$ cat config.mk
export PLATFORM = sky130hd
export DESIGN_NAME = command_crc32_hex_framer_core
export DESIGN_NICKNAME = d
export VERILOG_FILES = /design/src/hdl/cfh_pkg.sv /design/src/hdl/cfh_front.sv /design/src/hdl/cfh_queue.sv /design/src/hdl/cfh_back.sv /design/src/hdl/command_crc32_hex_framer_core.sv
export SDC_FILE = /design/constraint.sdc
export NUM_CORES = 1
export LEC_CHECK = 0
export BUFFER_PORTS_ARGS = -buffer_cell sky130_fd_sc_hd__buf_2
export CORE_MARGIN = 2
export CORE_UTILIZATION = 55
export DETAILED_ROUTE_END_ITERATION = 10
export PLACE_DENSITY = 0.74
export SLEW_MARGIN = 20
export SYNTH_ARGS = -nofsm -noshare
export SYNTH_HDL_FRONTEND = slang
export SYNTH_HIERARCHICAL = 1
export SYNTH_SLANG_ARGS = --single-unit
$ cat constraint.sdc
create_clock -name clk -period 2.75 [get_ports clk]
set_clock_uncertainty 0.15 [all_clocks]
set_input_delay 0.4125 -clock clk [delete_from_list [all_inputs] [get_ports clk]]
set_output_delay 0.4125 -clock clk [all_outputs]
set_load 0.01 [all_outputs]
$ cat src/hdl/cfh_pkg.sv
// cfh_pkg: shared types, constants and functions of the command CRC-32 hex framer
// holds the queue entry type, ascii codes, trailer phase codes, crc and hex helpers
// no dependencies
package cfh_pkg;

  localparam logic [31:0] CRC_POLY = 32'hEDB88320;
  localparam logic [31:0] CRC_INIT = 32'hFFFFFFFF;

  localparam logic [7:0] ASCII_STAR = 8'h2A;
  localparam logic [7:0] ASCII_CR   = 8'h0D;
  localparam logic [7:0] ASCII_LF   = 8'h0A;
  localparam logic [7:0] ASCII_ZERO = 8'h30;
  localparam logic [7:0] ASCII_A_OFS = 8'h57;

  // trailer sequencer phases
  localparam logic [3:0] PH_BODY      = 4'd0;
  localparam logic [3:0] PH_STAR      = 4'd1;
  localparam logic [3:0] PH_HEX_FIRST = 4'd2;
  localparam logic [3:0] PH_HEX_LAST  = 4'd9;
  localparam logic [3:0] PH_CR        = 4'd10;
  localparam logic [3:0] PH_LF        = 4'd11;

  typedef struct packed {
    logic [31:0] crc;
    logic [7:0]  data;
    logic        present;
    logic        close;
  } entry_t;

  function automatic logic [31:0] crc_fold(input logic [31:0] crc, input logic [7:0] b);
    logic [31:0] c;
    c = crc ^ {24'd0, b};
    for (int k = 0; k < 8; k++) begin
      c = c[0] ? (CRC_POLY ^ (c >> 1)) : (c >> 1);
    end
    return c;
  endfunction

  function automatic logic [7:0] hex_char(input logic [3:0] n);
    logic [7:0] r;
    if (n < 4'd10) begin
      r = ASCII_ZERO + {4'd0, n};
    end else begin
      r = ASCII_A_OFS + {4'd0, n};
    end
    return r;
  endfunction

endpackage

$ cat src/hdl/cfh_front.sv
// cfh_front: accepts body requests, folds bytes into the running crc, classifies items
// pushes one entry per useful request into the queue, drops idle requests
// depends on cfh_pkg
module cfh_front
  import cfh_pkg::*;
(
  input  logic       clk,
  input  logic       rst,
  input  logic       in_valid,
  output logic       in_ready,
  input  logic [7:0] in_data,
  input  logic       in_present,
  input  logic       in_close,
  input  logic       q_full,
  output logic       push,
  output entry_t     push_entry
);

  logic [31:0] crc;
  logic [31:0] crc_next;
  logic [31:0] crc_folded;
  logic        accept;

  assign in_ready   = !q_full;
  assign accept     = in_valid && in_ready;
  assign crc_folded = in_present ? crc_fold(crc, in_data) : crc;
  assign push       = accept && (in_present || in_close);

  always_comb begin
    crc_next = crc;
    if (accept) begin
      crc_next = in_close ? CRC_INIT : crc_folded;
    end
  end

  always_comb begin
    push_entry.crc     = crc_folded ^ CRC_INIT;
    push_entry.data    = in_data;
    push_entry.present = in_present;
    push_entry.close   = in_close;
  end

  always_ff @(posedge clk) begin
    if (rst) begin
      crc <= CRC_INIT;
    end else begin
      crc <= crc_next;
    end
  end

endmodule

$ cat src/hdl/cfh_queue.sv
// cfh_queue: short first-in first-out queue of classified entries
// sits between the front and back parts so each can stall on its own
// depends on cfh_pkg
module cfh_queue
  import cfh_pkg::*;
#(
  parameter int DEPTH = 4
) (
  input  logic   clk,
  input  logic   rst,
  input  logic   push,
  input  entry_t push_entry,
  input  logic   pop,
  output entry_t head,
  output logic   empty,
  output logic   full
);

  localparam int PW = (DEPTH > 1) ? $clog2(DEPTH) : 1;
  localparam int CW = $clog2(DEPTH + 1);
  localparam logic [PW-1:0] LAST_PTR = PW'(DEPTH - 1);
  localparam logic [CW-1:0] FULL_CNT = CW'(DEPTH);

  entry_t        mem [DEPTH];
  logic [PW-1:0] wr_ptr;
  logic [PW-1:0] rd_ptr;
  logic [CW-1:0] count;

  assign empty = (count == '0);
  assign full  = (count == FULL_CNT);
  assign head  = mem[rd_ptr];

  always_ff @(posedge clk) begin
    if (push) begin
      mem[wr_ptr] <= push_entry;
    end
  end

  always_ff @(posedge clk) begin
    if (rst) begin
      wr_ptr <= '0;
      rd_ptr <= '0;
      count  <= '0;
    end else begin
      if (push) begin
        wr_ptr <= (wr_ptr == LAST_PTR) ? '0 : wr_ptr + 1'b1;
      end
      if (pop) begin
        rd_ptr <= (rd_ptr == LAST_PTR) ? '0 : rd_ptr + 1'b1;
      end
      if (push && !pop) begin
        count <= count + 1'b1;
      end else if (pop && !push) begin
        count <= count - 1'b1;
      end
    end
  end

`ifndef SYNTHESIS
  a_no_overflow : assert property (@(posedge clk) disable iff (rst) full |-> !push || pop)
    else $error("queue written while full");
  a_no_underflow : assert property (@(posedge clk) disable iff (rst) empty |-> !pop)
    else $error("queue read while empty");
  a_count_bound : assert property (@(posedge clk) disable iff (rst) count <= FULL_CNT)
    else $error("queue count out of range");
`endif

endmodule

$ cat src/hdl/cfh_back.sv
// cfh_back: trailer sequencer and output register
// emits any body byte, then '*', eight hex digits, cr and lf for closing entries
// depends on cfh_pkg
module cfh_back
  import cfh_pkg::*;
(
  input  logic       clk,
  input  logic       rst,
  input  entry_t     head,
  input  logic       q_empty,
  output logic       pop,
  output logic       out_valid,
  input  logic       out_ready,
  output logic [7:0] out_data,
  output logic       out_last
);

  logic [3:0] phase;
  logic [3:0] phase_next;
  logic [3:0] eff_phase;
  logic [2:0] nib_idx;
  logic [3:0] nib;
  logic [7:0] byte_sel;
  logic       done;
  logic       load;

  assign eff_phase = (phase == PH_BODY && !head.present) ? PH_STAR : phase;
  assign nib_idx   = 3'(PH_HEX_LAST - eff_phase);
  assign nib       = head.crc[{nib_idx, 2'b00} +: 4];
  assign done      = (eff_phase == PH_LF) || (eff_phase == PH_BODY && !head.close);
  assign load      = !q_empty && (!out_valid || out_ready);
  assign pop       = load && done;

  always_comb begin
    case (eff_phase)
      PH_BODY: byte_sel = head.data;
      PH_STAR: byte_sel = ASCII_STAR;
      PH_CR:   byte_sel = ASCII_CR;
      PH_LF:   byte_sel = ASCII_LF;
      default: byte_sel = hex_char(nib);
    endcase
  end

  always_comb begin
    phase_next = phase;
    if (load) begin
      phase_next = done ? PH_BODY : eff_phase + 4'd1;
    end
  end

  always_ff @(posedge clk) begin
    if (rst) begin
      phase     <= PH_BODY;
      out_valid <= 1'b0;
    end else begin
      phase <= phase_next;
      if (load) begin
        out_valid <= 1'b1;
      end else if (out_ready) begin
        out_valid <= 1'b0;
      end
    end
  end

  always_ff @(posedge clk) begin
    if (load) begin
      out_data <= byte_sel;
      out_last <= (eff_phase == PH_LF);
    end
  end

`ifndef SYNTHESIS
  a_last_is_lf : assert property (@(posedge clk) disable iff (rst)
      out_valid && out_last |-> out_data == ASCII_LF)
    else $error("frame end without lf");
  a_phase_range : assert property (@(posedge clk) disable iff (rst) phase <= PH_LF)
    else $error("trailer phase out of range");
  a_mid_trailer_held : assert property (@(posedge clk) disable iff (rst)
      phase != PH_BODY |-> !q_empty)
    else $error("entry left the queue during its trailer");
`endif

endmodule

$ cat src/hdl/command_crc32_hex_framer_core.sv
// command_crc32_hex_framer_core: top level of the command crc-32 hex trailer framer
// front (crc, classify) -> queue -> back (trailer sequencer, output register)
// depends on cfh_pkg, cfh_front, cfh_queue, cfh_back
//
// channel  dir  tdata           tuser         tlast
// s_*      in   body_byte[7:0]  byte_present  end_of_body
// m_*      out  out_byte[7:0]   -             frame_last
//
// one request per cycle in unless q_full; one byte per cycle out unless m_tready is low
// a request that closes a body occupies the back sequencer for 11 or 12 output bytes
// s_tready drops only while the queue of QUEUE_DEPTH entries is full
// from request to first output byte: queue write, then output register
// synchronous active-high reset restarts the crc at all ones and empties the queue
module command_crc32_hex_framer_core
  import cfh_pkg::*;
#(
  parameter int QUEUE_DEPTH = 4
) (
  input  logic       clk,
  input  logic       rst,
  input  logic       s_tvalid,
  output logic       s_tready,
  input  logic [7:0] s_tdata,  // body_byte
  input  logic       s_tuser,  // byte_present
  input  logic       s_tlast,  // end_of_body
  output logic       m_tvalid,
  input  logic       m_tready,
  output logic [7:0] m_tdata,  // out_byte
  output logic       m_tlast   // frame_last
);

  entry_t push_entry;
  entry_t head;
  logic   push;
  logic   pop;
  logic   q_empty;
  logic   q_full;

  cfh_front u_front (
    .clk        (clk),
    .rst        (rst),
    .in_valid   (s_tvalid),
    .in_ready   (s_tready),
    .in_data    (s_tdata),
    .in_present (s_tuser),
    .in_close   (s_tlast),
    .q_full     (q_full),
    .push       (push),
    .push_entry (push_entry)
  );

  cfh_queue #(
    .DEPTH (QUEUE_DEPTH)
  ) u_queue (
    .clk        (clk),
    .rst        (rst),
    .push       (push),
    .push_entry (push_entry),
    .pop        (pop),
    .head       (head),
    .empty      (q_empty),
    .full       (q_full)
  );

  cfh_back u_back (
    .clk       (clk),
    .rst       (rst),
    .head      (head),
    .q_empty   (q_empty),
    .pop       (pop),
    .out_valid (m_tvalid),
    .out_ready (m_tready),
    .out_data  (m_tdata),
    .out_last  (m_tlast)
  );

endmodule
==> impl_metrics.tcl <==
set metrics [dict create \
    met1_usage_pct 35.0 \
    status "complete, but fails checks" \
    drc 0 \
    drt-wirelength-per-cell_um 24.3 \
    yosys.area.top_type "edfxtp_1" \
    vias 5760 \
    multi_input_area_sq_um 3670 \
    min_from "s_tdata[3]" \
    n_fill_cell 1245 \
    r2r_slack_ps -110 \
    worst_slack_ps -112 \
    hold_violations 0 \
    drt_iter0_drc 646 \
    crit_fanout 5 \
    final_cell_area_sq_um 11800 \
    initial_core_util_pct 56.4 \
    endpoint_kind "flop" \
    firstDrtPassIters 5 \
    synth_area_leaders "edfxtp_1 52%, mux4_2 9.3%, dfxtp_1 9.1%" \
    clock-sinks 223 \
    synth_area_sq_um 10200 \
    drt-total-wl_um 22900 \
    fin_cells 941 \
    place_ws_ps -93.6 \
    min_period_over_period_pct 104 \
    maxCapViolations 0 \
    drtAntennaViolNets 0 \
    layout_common_cells "177 x edfxtp_1, 57 x buf_4, 44 x dfxtp_1" \
    rows 49 \
    finalWeightedCongestion 0.899 \
    drive_above_1_share_pct 28.4 \
    setup_viol 7 \
    p_per_area_nw_per_um2 962 \
    htreeDepth 1 \
    slew_viol_final 0 \
    fin_setup_tns_ps -294 \
    syn_nets 640 \
    seqCellArea_sq_um 6240 \
    antennaDiodeCount 0 \
    final_nets 717 \
    rsz0062_at_grt "true" \
    detail_route.vias_per_cell 6.12 \
    fp.dieArea_sq_um 19600 \
    synth-edff-count 177 \
    fp.dieH_um 140 \
    postSynth.asyncResetShare_pct 0 \
    p_leak_nw 4.24 \
    core_sq_um 18000 \
    postCtsHoldBufs 0 \
    top_level_ports 25 \
    ys_ff_latch 223 \
    area_growth_pct 15.6 \
    grt_pass1_vias 5855 \
    grt_pass1_wl_um 35300 \
    holdPathEnd "u_queue/mem[1][5]" \
    fmax_mhz 349 \
    dpl_cell_area_sq_um 10900 \
    violations "negative setup slack" \
    synth_cells 617 \
    worst_pin_slew_ps 882 \
    yosysWarningCount 6 \
    clock_latency_ps 510 \
    synth_top_area_share_pct 52.3 \
    cts_tree "built" \
    r2r-end "u_back/out_data[1]" \
    avgSynthCellArea_sq_um 16.5 \
    clockBufferDepth 3 \
    dpl.cell_count 895 \
    synth_seq_area_share_pct 61.3 \
    cts-root-buf "clkbuf_16" \
    die_x_um 140 \
    grt_use_met2_pct 38.8 \
    fin_crit_ps 2860 \
    grt_max_degree 43 \
    hold_depth 1 \
    relSlewSlack_pct 41.1 \
    hpwl_um 15500 \
    arrival_ps 2950 \
    antenna_found_initial 0 \
    final_common_cell "edfxtp_1" \
    clkSlewWorstSetupHoldPaths_ps 60 \
    grt.busiest_layer "met2" \
    grtUsageMet3_pct 3.45 \
    peakVddDrop_mv 0.695 \
    port_buffers 24 \
    worst-endpoint-required_ps 2840 \
    grt_use_total_pct 23.9 \
    synth-main-ff-cell "edfxtp_1" \
    synth_cell_types 71 \
    grt.overflow.total 0 \
    ff2ff_path_depth 8 \
    cp-start-kind "flop" \
    cts_buffers 24 \
    crit_type "reg2reg" \
    min_path_type "in2reg" \
]
[synthesized netlist by cell type, drive strengths merged (10+ instances only)]
cell	count
xnor3	13
o2bb2ai	13
edfxtp	177
clkbuf	10
dfxtp	46
mux4	44
inv	11
mux2i	33
nand2b	20
nor2	34
xnor2	33
buf	27
xor2	16
a21oi	31
[cell type report]
cell class                      count  share of cell area, %
Inverter                           11                  0.351
Timing Repair Buffer               88                   5.85
Multi-Input combinational cell    346                   31.2
Sequential cell                   223                   53.1
Tap cell                          229                   2.44
Clock buffer                       38                   6.16
Clock inverter                      6                  0.926
[worst max-delay path, stage by stage, from the launching register on]
cell     delay [ps]
dfxtp_4         360
mux4_2          590
nor4_4          250
nor2_4          110
mux2i_1         140
mux4_2          510
ha_4            290
a32o_1          150
a21oi_1          50
[repair_timing]
action	in CTS	in global routing
setup buffers	2	0
endpoints found under the setup margin	7	8
resized for setup	5	2
pin swaps	5	0
[registers in the layout, summed over array words and instances, names as in the netlist, named ones only]
register          count
u_front/crc          32
u_queue/wr_ptr        2
u_back/out_valid      1
u_queue/mem         168
u_queue/rd_ptr        2
u_back/phase          4
u_queue/count         3
u_back/out_data       8
u_back/out_last       1
[cells by family (layout without fill, tap and decap cells)]
group	count (synthesis)	after routing	share of synthesized area, %
AO/OA/AOI/OAI	87	87	6.01
XOR/XNOR	69	69	9.67
buffers and inverters	48	143	3.14
flip-flops	223	223	61.3
AND/OR/NAND/NOR	103	103	5.49
multiplexers	78	78	13.2
adder cells (fa/ha/maj)	9	9	1.18
[worst max-delay path by stage]
stage	startpoint	endpoint	depth (start not counted)
floorplan	flop	u_back/out_data[1]	11
global placement	flop	u_back/out_data[6]	8
detailed placement	flop	u_back/out_data[1]	8
CTS	flop	u_back/out_data[1]	8
global route	flop	u_back/out_data[4]	9
finish	flop	u_back/out_data[1]	8
[per-layer routing]
layer | vias to the layer above | wire [um]
met3 | 40 | 1790
met1 | 2925 | 9550
met4 | 0 | 441
met2 | 267 | 11100
li1 | 2528 | -
met5 | - | 0
[stage by stage]
stage               power, mW  util, %  hold WS [ps]
floorplan                6.78        -           310
global placement         7.75     60.3           325
detailed placement       7.89     60.3           354
CTS                      11.3     65.2          25.5
global route             11.8     65.2          37.3
finish                   11.3     65.2          36.9
[where the power goes]
group / switching, mW / internal (mW) / leakage (nW)
sequential: 0.195 / 4.24 / 2.01
clock: 1.24 / 2.08 / 0.408
combinational: 1.85 / 1.70 / 1.82
Note: power is estimated with default switching activity, not from simulation.
